### src/rtl/core/irps_pkg.sv
// shared types, constants and request table for the register poll sequencer
// no dependencies; used by irps_lane, irps_seq and the top level
package irps_pkg;

  // decoder lanes: one per little-endian 16-bit word of the read data
  localparam int NUM_LANES = 4;
  localparam int WORD_W    = 16;
  localparam int BYTES_W   = NUM_LANES * WORD_W;

  // field widths
  localparam int REG_W      = 8;
  localparam int RLEN_W     = 4;
  localparam int WAIT_W     = 16;
  localparam int BUS_ADDR_W = 7;
  localparam int CFG_DATA_W = 16;
  localparam int CFG_IDX_W  = 1;

  // configuration register indexes
  typedef enum logic [CFG_IDX_W-1:0] {
    CFG_BUS_ADDRESS     = 1'b0,
    CFG_SAMPLE_INTERVAL = 1'b1
  } cfg_reg_t;

  // reset values of the configuration registers
  localparam logic [WAIT_W-1:0] SAMPLE_INTERVAL_RST = 16'd50;

  // sequencer phases
  typedef enum logic [3:0] {
    PH_ID         = 4'd0,
    PH_WR_OPR_CFG = 4'd1,
    PH_WR_PAGE    = 4'd2,
    PH_WR_SYS_TRG = 4'd3,
    PH_WR_OPR_FUS = 4'd4,
    PH_ANGLES     = 4'd5,
    PH_QUAT       = 4'd6,
    PH_LIN_ACC    = 4'd7,
    PH_GRAVITY    = 4'd8,
    PH_TEMP       = 4'd9,
    PH_CALIB      = 4'd10
  } phase_t;

  // kind of decoded sample in a result
  typedef enum logic [2:0] {
    KIND_NONE    = 3'd0,
    KIND_ANGLES  = 3'd1,
    KIND_QUAT    = 3'd2,
    KIND_LIN_ACC = 3'd3,
    KIND_GRAVITY = 3'd4,
    KIND_TEMP    = 3'd5,
    KIND_CALIB   = 3'd6
  } kind_t;

  // what a decoder lane does with its word
  typedef enum logic [1:0] {
    LM_ZERO = 2'd0,
    LM_WORD = 2'd1,
    LM_BYTE = 2'd2
  } lane_mode_t;

  // sensor register addresses
  localparam logic [REG_W-1:0] REG_CHIP_ID   = 8'h00;
  localparam logic [REG_W-1:0] REG_OPR_MODE  = 8'h3D;
  localparam logic [REG_W-1:0] REG_PAGE_ID   = 8'h07;
  localparam logic [REG_W-1:0] REG_SYS_TRG   = 8'h3F;
  localparam logic [REG_W-1:0] REG_EULER     = 8'h1A;
  localparam logic [REG_W-1:0] REG_QUAT      = 8'h20;
  localparam logic [REG_W-1:0] REG_LIN_ACC   = 8'h28;
  localparam logic [REG_W-1:0] REG_GRAVITY   = 8'h2E;
  localparam logic [REG_W-1:0] REG_TEMP      = 8'h34;
  localparam logic [REG_W-1:0] REG_CALIB     = 8'h35;

  // values written during set-up
  localparam logic [7:0] VAL_MODE_CONFIG = 8'h00;
  localparam logic [7:0] VAL_PAGE_ZERO   = 8'h00;
  localparam logic [7:0] VAL_EXT_CLOCK   = 8'h80;
  localparam logic [7:0] VAL_MODE_FUSION = 8'h0C;
  localparam logic [7:0] CALIB_ALL_DONE  = 8'hFF;

  // waits in ms after a successful transfer
  localparam logic [WAIT_W-1:0] WAIT_AFTER_ID     = 16'd1000;
  localparam logic [WAIT_W-1:0] WAIT_AFTER_CFG    = 16'd25;
  localparam logic [WAIT_W-1:0] WAIT_AFTER_PAGE   = 16'd10;
  localparam logic [WAIT_W-1:0] WAIT_AFTER_SYS    = 16'd10;
  localparam logic [WAIT_W-1:0] WAIT_AFTER_FUSION = 16'd600;

  // one bus request
  typedef struct packed {
    logic [REG_W-1:0]  register;
    logic              is_write;
    logic [7:0]        write_value;
    logic [RLEN_W-1:0] read_length;
  } req_t;

  // sequencer result handed to the output stage
  typedef struct packed {
    req_t              req;
    logic [WAIT_W-1:0] wait_ms;
    kind_t             kind;
    logic              calibrated;
  } seq_res_t;

  // request table per phase
  function automatic req_t req_for(input phase_t ph);
    req_t r;
    r = '{register: REG_CHIP_ID, is_write: 1'b0, write_value: 8'h00, read_length: 4'd1};
    unique case (ph)
      PH_ID:         r = '{REG_CHIP_ID, 1'b0, 8'h00, 4'd1};
      PH_WR_OPR_CFG: r = '{REG_OPR_MODE, 1'b1, VAL_MODE_CONFIG, 4'd0};
      PH_WR_PAGE:    r = '{REG_PAGE_ID, 1'b1, VAL_PAGE_ZERO, 4'd0};
      PH_WR_SYS_TRG: r = '{REG_SYS_TRG, 1'b1, VAL_EXT_CLOCK, 4'd0};
      PH_WR_OPR_FUS: r = '{REG_OPR_MODE, 1'b1, VAL_MODE_FUSION, 4'd0};
      PH_ANGLES:     r = '{REG_EULER, 1'b0, 8'h00, 4'd6};
      PH_QUAT:       r = '{REG_QUAT, 1'b0, 8'h00, 4'd8};
      PH_LIN_ACC:    r = '{REG_LIN_ACC, 1'b0, 8'h00, 4'd6};
      PH_GRAVITY:    r = '{REG_GRAVITY, 1'b0, 8'h00, 4'd6};
      PH_TEMP:       r = '{REG_TEMP, 1'b0, 8'h00, 4'd1};
      PH_CALIB:      r = '{REG_CALIB, 1'b0, 8'h00, 4'd1};
      default:       r = '{REG_CHIP_ID, 1'b0, 8'h00, 4'd1};
    endcase
    return r;
  endfunction

endpackage

### src/rtl/core/imu_register_poll_sequencer.sv
// top level of the register poll sequencer: configuration, decoder lanes,
// sequencer and output register; depends on irps_pkg, irps_lane, irps_seq

// Each request reports the outcome of one bus transfer and returns exactly one
// result naming the next transfer, its wait and any decoded sample. A request
// is taken every clock cycle unless a stalled output holds an unread result,
// and its result appears in the output register in the next cycle. A new
// request is taken in the same cycle that the previous result leaves, so the
// input is stalled only while an unread result is held by a stalled output.
// Four decoder lanes split the read data into little-endian 16-bit words in
// parallel; samples are raw two's complement counts. Writes to the bus
// address register index are accepted but ignored by this block.
module imu_register_poll_sequencer (
  input  logic                                clk,
  input  logic                                rst_n,
  // configuration
  input  logic                                cfg_we,
  input  logic [irps_pkg::CFG_IDX_W-1:0]      cfg_index,
  input  logic [irps_pkg::CFG_DATA_W-1:0]     cfg_wdata,
  // transfer outcome
  input  logic                                in_valid,
  output logic                                in_stall,
  input  logic                                in_transfer_ok,
  input  logic [irps_pkg::BYTES_W-1:0]        in_read_bytes,
  // next request and decoded sample
  output logic                                out_valid,
  input  logic                                out_stall,
  output logic [irps_pkg::REG_W-1:0]          out_next_register,
  output logic                                out_next_is_write,
  output logic [7:0]                          out_next_write_value,
  output logic [irps_pkg::RLEN_W-1:0]         out_next_read_length,
  output logic [irps_pkg::WAIT_W-1:0]         out_wait_ms,
  output logic [2:0]                          out_sample_kind,
  output logic signed [irps_pkg::WORD_W-1:0]  out_sample_a,
  output logic signed [irps_pkg::WORD_W-1:0]  out_sample_b,
  output logic signed [irps_pkg::WORD_W-1:0]  out_sample_c,
  output logic signed [irps_pkg::WORD_W-1:0]  out_sample_d,
  output logic                                out_calibrated
);

  logic [irps_pkg::WAIT_W-1:0]         interval_r;
  logic                                in_acc;
  logic                                out_valid_r, out_valid_nxt;
  irps_pkg::seq_res_t                  res;
  irps_pkg::seq_res_t                  res_r;
  irps_pkg::lane_mode_t [irps_pkg::NUM_LANES-1:0] lane_mode;
  logic signed [irps_pkg::WORD_W-1:0]  lane_sample [irps_pkg::NUM_LANES];
  logic signed [irps_pkg::WORD_W-1:0]  sample_r    [irps_pkg::NUM_LANES];

  // configuration writes
  always_ff @(posedge clk) begin
    if (!rst_n) begin
      interval_r <= irps_pkg::SAMPLE_INTERVAL_RST;
    end else if (cfg_we) begin
      unique case (irps_pkg::cfg_reg_t'(cfg_index))
        irps_pkg::CFG_SAMPLE_INTERVAL: interval_r <= cfg_wdata;
        irps_pkg::CFG_BUS_ADDRESS:     interval_r <= interval_r;
        default:                       interval_r <= interval_r;
      endcase
    end
  end

  // handshake: take a request whenever the output register is free or draining
  assign in_stall      = out_valid_r & out_stall;
  assign in_acc        = in_valid & ~in_stall;
  assign out_valid_nxt = in_acc | (out_valid_r & out_stall);

  // phase sequencer
  irps_seq u_seq (
    .clk             (clk),
    .rst_n           (rst_n),
    .acc             (in_acc),
    .ok              (in_transfer_ok),
    .bytes           (in_read_bytes),
    .sample_interval (interval_r),
    .res             (res),
    .lane_mode       (lane_mode)
  );

  // word decoder lanes
  for (genvar i = 0; i < irps_pkg::NUM_LANES; i++) begin : g_lane
    irps_lane u_lane (
      .word   (in_read_bytes[irps_pkg::WORD_W*i +: irps_pkg::WORD_W]),
      .mode   (lane_mode[i]),
      .sample (lane_sample[i])
    );
  end

  // output register: merges sequencer result and lane samples
  always_ff @(posedge clk) begin
    if (!rst_n) begin
      out_valid_r <= 1'b0;
    end else begin
      out_valid_r <= out_valid_nxt;
    end
  end

  always_ff @(posedge clk) begin
    if (in_acc) begin
      res_r    <= res;
      sample_r <= lane_sample;
    end
  end

  assign out_valid            = out_valid_r;
  assign out_next_register    = res_r.req.register;
  assign out_next_is_write    = res_r.req.is_write;
  assign out_next_write_value = res_r.req.write_value;
  assign out_next_read_length = res_r.req.read_length;
  assign out_wait_ms          = res_r.wait_ms;
  assign out_sample_kind      = res_r.kind;
  assign out_calibrated       = res_r.calibrated;
  assign out_sample_a         = sample_r[0];
  assign out_sample_b         = sample_r[1];
  assign out_sample_c         = sample_r[2];
  assign out_sample_d         = sample_r[3];

  // every accepted request yields a result in the next cycle
  a_result_follows: assert property (@(posedge clk) disable iff (!rst_n)
    in_acc |=> out_valid)
    else $error("accepted request produced no result");

  // a failed transfer reports no sample
  a_fail_clean: assert property (@(posedge clk) disable iff (!rst_n)
    in_acc && !in_transfer_ok |=> out_sample_kind == irps_pkg::KIND_NONE &&
      out_sample_a == 0 && out_sample_b == 0 && out_sample_c == 0 && out_sample_d == 0)
    else $error("failed transfer reported a sample");

  // a write request never asks for read bytes
  a_write_len: assert property (@(posedge clk) disable iff (!rst_n)
    out_valid && out_next_is_write |-> out_next_read_length == 0)
    else $error("write request carries a read length");

endmodule

### src/rtl/core/irps_lane.sv
// one decoder lane: turns a little-endian word of read data into a signed count
// depends on irps_pkg
module irps_lane (
  input  logic [irps_pkg::WORD_W-1:0]        word,
  input  irps_pkg::lane_mode_t               mode,
  output logic signed [irps_pkg::WORD_W-1:0] sample
);

  // zero, whole word, or sign-extended low byte
  always_comb begin
    case (mode)
      irps_pkg::LM_WORD: sample = word;
      irps_pkg::LM_BYTE: sample = {{(irps_pkg::WORD_W-8){word[7]}}, word[7:0]};
      default:           sample = '0;
    endcase
  end

endmodule

### src/rtl/core/irps_seq.sv
// phase sequencer: holds phase, wait and calibrated flag, picks the next request
// and tells each decoder lane what to do; depends on irps_pkg
module irps_seq (
  input  logic                                clk,
  input  logic                                rst_n,
  input  logic                                acc,
  input  logic                                ok,
  input  logic [irps_pkg::BYTES_W-1:0]        bytes,
  input  logic [irps_pkg::WAIT_W-1:0]         sample_interval,
  output irps_pkg::seq_res_t                  res,
  output irps_pkg::lane_mode_t [irps_pkg::NUM_LANES-1:0] lane_mode
);

  irps_pkg::phase_t            phase_r, phase_nxt;
  logic [irps_pkg::WAIT_W-1:0] wait_r, wait_nxt;
  logic                        calib_r, calib_nxt;
  irps_pkg::phase_t            cur;
  irps_pkg::kind_t             kind;

  // state registers
  always_ff @(posedge clk) begin
    if (!rst_n) begin
      phase_r <= irps_pkg::PH_ID;
      wait_r  <= '0;
      calib_r <= 1'b0;
    end else if (acc) begin
      phase_r <= phase_nxt;
      wait_r  <= wait_nxt;
      calib_r <= calib_nxt;
    end
  end

  // step rule for one completed request
  always_comb begin
    cur       = (phase_r > irps_pkg::PH_CALIB) ? irps_pkg::PH_ID : phase_r;
    phase_nxt = cur;
    wait_nxt  = wait_r;
    calib_nxt = calib_r;
    kind      = irps_pkg::KIND_NONE;
    lane_mode = '{default: irps_pkg::LM_ZERO};
    if (ok) begin
      unique case (cur) inside
        irps_pkg::PH_ID:         wait_nxt = irps_pkg::WAIT_AFTER_ID;
        irps_pkg::PH_WR_OPR_CFG: wait_nxt = irps_pkg::WAIT_AFTER_CFG;
        irps_pkg::PH_WR_PAGE:    wait_nxt = irps_pkg::WAIT_AFTER_PAGE;
        irps_pkg::PH_WR_SYS_TRG: wait_nxt = irps_pkg::WAIT_AFTER_SYS;
        irps_pkg::PH_WR_OPR_FUS: wait_nxt = irps_pkg::WAIT_AFTER_FUSION;
        irps_pkg::PH_ANGLES, irps_pkg::PH_QUAT,
        irps_pkg::PH_LIN_ACC, irps_pkg::PH_GRAVITY: begin
          kind         = irps_pkg::kind_t'(3'(cur - irps_pkg::PH_WR_OPR_FUS));
          lane_mode[0] = irps_pkg::LM_WORD;
          lane_mode[1] = irps_pkg::LM_WORD;
          lane_mode[2] = irps_pkg::LM_WORD;
          if (cur == irps_pkg::PH_QUAT) lane_mode[3] = irps_pkg::LM_WORD;
          wait_nxt     = sample_interval;
        end
        irps_pkg::PH_TEMP: begin
          kind         = irps_pkg::KIND_TEMP;
          lane_mode[0] = irps_pkg::LM_BYTE;
        end
        irps_pkg::PH_CALIB: begin
          kind      = irps_pkg::KIND_CALIB;
          calib_nxt = (bytes[7:0] == irps_pkg::CALIB_ALL_DONE);
        end
        default: wait_nxt = irps_pkg::WAIT_AFTER_ID;
      endcase
      phase_nxt = (cur == irps_pkg::PH_CALIB) ? irps_pkg::PH_ANGLES
                                              : irps_pkg::phase_t'(4'(cur) + 4'd1);
    end
    res.req        = irps_pkg::req_for(phase_nxt);
    res.wait_ms    = wait_nxt;
    res.kind       = kind;
    res.calibrated = calib_nxt;
  end

  // calibration status wraps back to the angle read
  a_calib_wrap: assert property (@(posedge clk) disable iff (!rst_n)
    acc && ok && phase_r == irps_pkg::PH_CALIB |=> phase_r == irps_pkg::PH_ANGLES)
    else $error("calibration phase did not return to angle read");

  // a failed transfer keeps phase and wait
  a_retry_holds: assert property (@(posedge clk) disable iff (!rst_n)
    acc && !ok |=> $stable(phase_r) && $stable(wait_r))
    else $error("failed transfer moved the sequencer");

  // calibrated flag moves only on a calibration read
  a_calib_only: assert property (@(posedge clk) disable iff (!rst_n)
    !(acc && ok && phase_r == irps_pkg::PH_CALIB) |=> $stable(calib_r))
    else $error("calibrated flag changed outside calibration read");

  // no sample is reported after a failed transfer
  a_fail_kind: assert property (@(posedge clk) disable iff (!rst_n)
    !ok |-> kind == irps_pkg::KIND_NONE && lane_mode == {irps_pkg::NUM_LANES{irps_pkg::LM_ZERO}})
    else $error("sample decoded on failed transfer");

endmodule
### config.mk
export PLATFORM = sky130hd
export DESIGN_NAME = imu_register_poll_sequencer
export DESIGN_NICKNAME = d
export VERILOG_FILES = /design/src/rtl/core/irps_pkg.sv /design/src/rtl/core/imu_register_poll_sequencer.sv /design/src/rtl/core/irps_lane.sv /design/src/rtl/core/irps_seq.sv
export SDC_FILE = /design/constraint.sdc
export NUM_CORES = 1
export LEC_CHECK = 0
export CORE_MARGIN = 5
export CORE_UTILIZATION = 52
export DETAILED_ROUTE_END_ITERATION = 7
export DONT_BUFFER_PORTS = 1
export GPL_TIMING_DRIVEN = 0
export PLACE_DENSITY = 0.67
export SYNTH_ARGS = -nofsm -noshare
export SYNTH_HDL_FRONTEND = slang
export SYNTH_SLANG_ARGS = --single-unit
### constraint.sdc
create_clock -name clk -period 4.5 [get_ports clk]
set_input_delay 0.9 -clock clk [delete_from_list [all_inputs] [get_ports clk]]
set_output_delay 0.9 -clock clk [all_outputs]
set_load 0.02 [all_outputs]
Yosys cells after proc, flatten, opt, wreduce, memory -nomap -nowiden
Memories as Yosys holds them, arrays and structs flattened. A register that Yosys moved wholly into a read port is not among the register bits. Cells that the tools add are included.

Memories: 1. Bits in read-only memories: 224. Flip-flop bits (word level): 138. Output and inout bits: 107.

Memory list: (no name shown) (depth 16, bits a word 14, read ports 1, clocked after memory_dff 1, write ports 0, RTL line irps_pkg.sv:106) `unique case (ph)`.

Multiplexer cells: 17. Bitwise operators: 4. Equality and inequality tests: 19. Add/sub/neg operators: 2. $lt $le $gt $ge: 1. Reduce and logical (&&, ||, !) cells: 4.

Operator list (count): 16-bit one-hot mux with 2 select lines (4); 16-bit one-hot mux with 5 select lines (1); 16-bit 2-to-1 mux (2); 4-bit by 3-bit == test with 1-bit output, second input constant (4); 4-bit == test, second input constant (3); 4-bit 2-to-1 mux (3); 3-bit one-hot mux with 3 select lines (1); 2-bit by 1-bit == test with 1-bit output, second input constant (4); 2-bit == test, second input constant (4); 4-bit by 2-bit == test with 1-bit output, second input constant (2); 8-bit == test, second input constant (1); 8-bit 2-to-1 mux (1); 5-bit 2-to-1 mux (1); 4-bit by 1-bit adder with 4-bit output, second input constant (1); 4-bit by 1-bit == test with 1-bit output, second input constant (1); 4-bit greater-than comparator, second input constant (1); 2-bit one-hot mux with 2 select lines (1); 2-bit OR reduction (2); 4-bit OR reduction (1); 1-bit 2-to-1 mux (3); 3-bit subtractor, second input constant (1); 1-bit AND (2); 2-bit AND reduction (1); 1-bit inverter (1); 1-bit bitwise OR (1).

Depth between registers and ports, before layout
Depth in word-level cells: 8. Depth in mapped cells: 10. Gate-level depth less buffers: 8.

Hierarchy
From an unflattened synthesis, not the netlist that was laid out.

Cells, all modules: 581. Area total of the unflattened synthesis: 6830.3 um2.

By module, submodules not included: imu_register_poll_sequencer (area an instance 3861.2 um2, instances 1, cells each 182, seq. area each 3493.4 um2); irps_seq (area an instance 2188.3 um2, instances 1, cells each 271, seq. area each 420.4 um2); irps_lane (area an instance 195.2 um2, instances 4, cells each 32, seq. area each 0.0 um2).

Least setup slack after synthesis
No wires, ideal clock.

Kind: input port to flip-flop. From: input port out_stall. To: register res_r, in the netlist out_calibrated (enable). Setup time: 0.414 ns. Data arrival time: 2.697 ns. Cell stages on the path: 4. Setup slack: 1.389 ns. Path buffers: 1. Path through: and2_1 nand2b_1 inv_1 buf_2.

Word-level cells in the longest chain between the ends: 3.

RTL lines: start, declared (RTL line imu_register_poll_sequencer.sv:27) `input logic out_stall,`; 1-bit AND (RTL line imu_register_poll_sequencer.sv:64) `assign in_stall = out_valid_r & out_stall;`; 1-bit inverter (RTL line imu_register_poll_sequencer.sv:65) `assign in_acc = in_valid & ~in_stall;`; 1-bit AND (RTL line imu_register_poll_sequencer.sv:65); named net in_acc (RTL line imu_register_poll_sequencer.sv:42) `logic in_acc;`; end signal, assigned (RTL line imu_register_poll_sequencer.sv:100) `res_r <= res;`; end, declared (RTL line imu_register_poll_sequencer.sv:45) `irps_pkg::seq_res_t res_r;`.

The timed path passes the listed nets, and every way through them passes these cells. A chain may end at the register's enable or synchronous reset.

Worst setup path in the final report
From: input port in_transfer_ok. To: register sample_r, in the netlist out_sample_a[5] (data pin).

Word-level cells in the longest chain between the ends: 3. Elaborated cells on any way between the ends: 4. Classes of those cells: 2 x eq/ne; 2 x mux.

RTL lines: start, declared (RTL line imu_register_poll_sequencer.sv:23) `input logic in_transfer_ok,`; 8-bit 2-to-1 mux (*) (RTL line irps_seq.sv:41) `if (ok) begin`; 2-bit == test or 2-bit by 1-bit == test with 1-bit output (tied branches) (RTL line irps_lane.sv:11) `case (mode)`; 16-bit one-hot mux with 2 select lines (*) (RTL line irps_lane.sv:11); end signal, assigned (RTL line imu_register_poll_sequencer.sv:101) `sample_r <= lane_sample;`; end, declared (RTL line imu_register_poll_sequencer.sv:48) `logic signed [irps_pkg::WORD_W-1:0] sample_r [irps_pkg::NUM_LANES];`.

Every way passes the cells marked *; elsewhere a longest branch is shown, timed or not.

==> run summary <==
The flow ran to the end, and the final reports show no timing, DRC or antenna violations. The class of the worst hold path is reg -> reg. The clock sink count is about 130. The overall die height is ~120 µm. The number of buffer cells added on primary ports came out at 0. In this run the worst path has a maximum fanout of 10.

The timing-limited maximum frequency is roughly 350 MHz. Global routing used approximately 20% of the available tracks across all layers. The post-synthesis area per instance is approximately 12 µm². The number of global-route vias before repair is a little over 4,000. Adding up every negative setup slack in the final design gives 0 ps. The count of mapped cells out of synthesis is 523. The number of antenna violations at the first check in global routing is 0.

The reg-to-reg setup timing slack came out at around 1800 ps. In this run the clock root is driven by a clkbuf_16. STA classifies the critical path startpoint as an input port. The routed design could run at a clock period as short as about 2900 ps. The max-slew violation total from the final report came to 0. The number of remaining DRC errors came out at 0. Buffers added to address setup during post-CTS repair amount to 0. The count of cells along the worst hold path is 2. The repair_antennas step left the layout with diodes totalling 0. The main flop type after synthesis is edfxtp_1. Of all flip-flops after synthesis, the portion carrying an async set or reset was 0%. In this run the most critical hold path is launched from interval_r[3]. The clock-pin transition on the worst setup and hold timing paths is around 60 ps. The fraction of met2 tracks used by global routing came out at between 30% and 40%. The HPWL after detailed placement came out at approximately 10 mm.

The final layout contains routed wiring with a total length of about 14 mm. The peak supply drop came out at between 200 and 300 µV. The leakage power total came out at roughly 0.0026 µW. The headroom to the max-slew limit is 57.0%. The total of max-cap violations came out at 0. TritonCTS built the clock tree. The clock tree synthesis step divided the H-tree into 4 levels.

Setup violations remaining at the end of the flow were counted as 0. STA classifies the critical path endpoint as a flop. Once the clock tree was built, the resizer swapped 0 gates to a different size. In this run the critical register-to-register path is captured at out_sample_a[5]. The per-cell via count in the routed design came out at approximately 6. Setup repair after global routing left no endpoint under its margin. The number of buffers added to fix hold violations after cts came out at 0. The area growth from synthesis to layout is 13.6%. The least setup slack across all paths after layout is between 1500 and 2000 ps. For this block, the via count after detailed routing is 4,270. After floorplanning, the core was divided into 39 placement rows.

The floorplan die area came out at approximately 14,000 µm². The portion of the clock cycle consumed by the worst path in the final layout is ~64%. The utilization after layout is between 60% and 70%. By startpoint and endpoint, the worst setup path is classified as in -> reg. The power density over cell area came out at 464 nW/µm².

The floorplan step set the die width to between 100 and 150 µm. The count of nets left with antenna violations once routing finished came out at 0. The register bit count reported by yosys came out at around 130. The maximum clock insertion buffer count came out at 2. The number of distinct library cell variants in the gate-level netlist after synthesis is 64. The sequential element share of the synthesized area came out at approximately 60%. The iteration-0 DRC count of the detailed router came out at 487. For this run the aggregate overflow at the end of global routing stands at 0. OpenSTA, run right after detailed placement, puts the worst setup slack at between 1000 and 1500 ps. For hold timing, the worst endpoint is interval_r[3]. At the later pin of the worst-skew pair, clock insertion delay measures approximately 410 ps.

The hold violation total from the final report came out at 0. The worst reg2reg path startpoint is u_seq.phase_r[3]. The number of cells on the worst reg-to-reg path came out at 8. The global routing's busiest layer is met2. In the global route stage, met3 resource usage came out at under 10%. The required time of the critical path came out at between 4000 and 5000 ps. The core area is ~11,000 µm². The slew at the pin closest to its max-slew limit came out at ~640 ps. The detailed-route wire length per cell is between 20 and 25 µm. The top-level I/O count came out at between 150 and 200. In the global route stage, met1 resource usage came out at 25.4%.

Entering global routing, the biggest net connects about 80 pins. The effective utilization at floorplan came out at approximately 53%. The congestion estimate from routability-driven global placement came to about 0.84. The Yosys warning count is 0.

After filler insertion, the fill cell instance count of the layout stands at a little under 900. The data arrival time of the critical path came out at approximately 3100 ps. After synthesis the cells add up to between 6000 and 7000 µm².

The net count reported at finish is roughly 640. The number of CTS-inserted buffers is 17. For the final database, setup skew stands at slightly below 7 ps. The count of TritonRoute iterations in the first routing pass is 6.

The global-route wire length before repair is approximately 22 mm. The synthesized design contains 96 enable-type register cells. The proportion of layout cells with a drive suffix above 1 is ~13%.
==> metrics by stage <==
step,hold slack (ps),power (µW),instance area [µm²],instances
finish,483,3200,6880,705
CTS,484,3220,6880,705
floorplan,434,1760,6080,529
global placement,467,1830,6260,672
global route,518,3320,6880,705
detailed placement,473,1840,6290,673
==> layout make-up <==
cell class                 instances  area (µm²)  share of cell area (%)
clock buffer                      23         468                    6.80
sequential                       134        3640                    52.9
inverter                          17        63.8                   0.927
clock inverter                     9         125                    1.82
timing repair buffer               1        27.5                   0.400
tap                              143         179                    2.60
buffer                            46         285                    4.14
multi-input combinational        332        2090                    30.4
==> worst max-delay path by stage <==
stage | startpoint | endpoint | slack [ps] | cells after the start
6_report | in_transfer_ok | out_sample_a[5] | 1630 | 9
5_1_grt | in_transfer_ok | out_sample_a[5] | 1420 | 9
4_1_cts | in_transfer_ok | out_sample_a[5] | 1680 | 9
3_5_place_dp | in_transfer_ok | out_sample_a[5] | 1250 | 9
3_3_place_gp | out_stall | u_seq.phase_r[1] | 790 | 6
2_1_floorplan | out_stall | out_calibrated | 1390 | 4
==> Yosys cell counts (4+ instances only) <==
cell type | count | area share [%]
a21oi_1 | 34 | 2.8
nor2_1 | 22 | 1.4
a211oi_1 | 4 | 0.50
clkbuf_1 | 15 | 0.93
buf_2 | 13 | 1.1
o221ai_1 | 5 | 0.72
o22ai_1 | 8 | 0.83
a31oi_1 | 4 | 0.41
o21a_1 | 4 | 0.50
inv_1 | 16 | 0.99
nand3_1 | 10 | 0.83
o21ai_0 | 21 | 1.7
o32ai_1 | 5 | 0.72
nand2_1 | 53 | 3.3
edfxtp_1 | 96 | 48
ha_1 | 8 | 1.7
a22oi_1 | 5 | 0.62
nor2b_1 | 6 | 0.62
buf_4 | 11 | 1.4
a222oi_1 | 7 | 1.2
nand2b_1 | 7 | 0.72
dfxtp_1 | 38 | 13
a22o_1 | 12 | 1.7
and2_1 | 61 | 6.3
buf_6 | 7 | 1.3
==> sequential cells by signal, indices dropped and copies added, names as in the netlist <==
name	flops
interval_r	16
u_seq.phase_r	4
out_sample_kind	3
out_valid	1
out_calibrated	1
out_sample_d	16
out_sample_a	16
out_sample_b	16
u_seq.calib_r	1
out_next_register	6
out_sample_c	16
out_next_read_length	3
out_wait_ms	16
u_seq.wait_r	16
out_next_is_write	1
out_next_write_value	2
==> power breakdown <==
part           total [µW]  switching (µW)  internal [µW]
Clock                1380             482            896
Sequential           1530             114           1410
Combinational         291             185            106
Total                3200             782           2410
==> metal layers <==
layer	part of all wire, %	wire, µm	vias to the layer above
met5	0	0	-
met4	1.9	279	0
met3	9.3	1340	29
met2	48	6920	252
met1	41	5960	2032
li1	-	-	1957
==> placed cells by master (no fill, tap or decap), types with 3 or more instances in the layout <==
master	instances
dfxtp_1	38
o211a_1	3
mux2_2	3
nand2_1	53
a211oi_1	4
buf_2	12
ha_1	8
bufinv_16	3
nand3_1	10
nor2b_1	6
a22o_1	12
nand4_1	3
a21oi_1	34
clkinv_2	3
nor2_1	22
conb_1	7
o221ai_1	5
nand2b_1	7
o21ai_0	21
inv_1	16
buf_4	12
o22ai_1	8
clkbuf_1	19
buf_6	7
a31oi_1	4
and2_1	61
a222oi_1	7
o32ai_1	5
edfxtp_1	96
o21a_1	4
o211ai_1	3
clkbuf_16	17
a22oi_1	5
==> critical path, cell delays in order <==
cell and delay (ps):
buf_2 230, clkbuf_1 410, buf_2 360, nand3_1 180, inv_1 90, ha_1 220, clkbuf_1 210, nor2_1 350
and2_1 190
==> cells by family after synthesis <==
family / after synthesis / share of synthesized area, %
AO/OA/AOI/OAI: 132 / 15.5
buffers and inverters: 63 / 5.72
XOR/XNOR: 1 / 0.145
adder cells (fa/ha/maj): 8 / 1.65
AND/OR/NAND/NOR: 179 / 15.9
multiplexers: 5 / 0.888
flip-flops: 134 / 60.1
other: 1 / 0.0619
(Power assumes the default switching activity.)
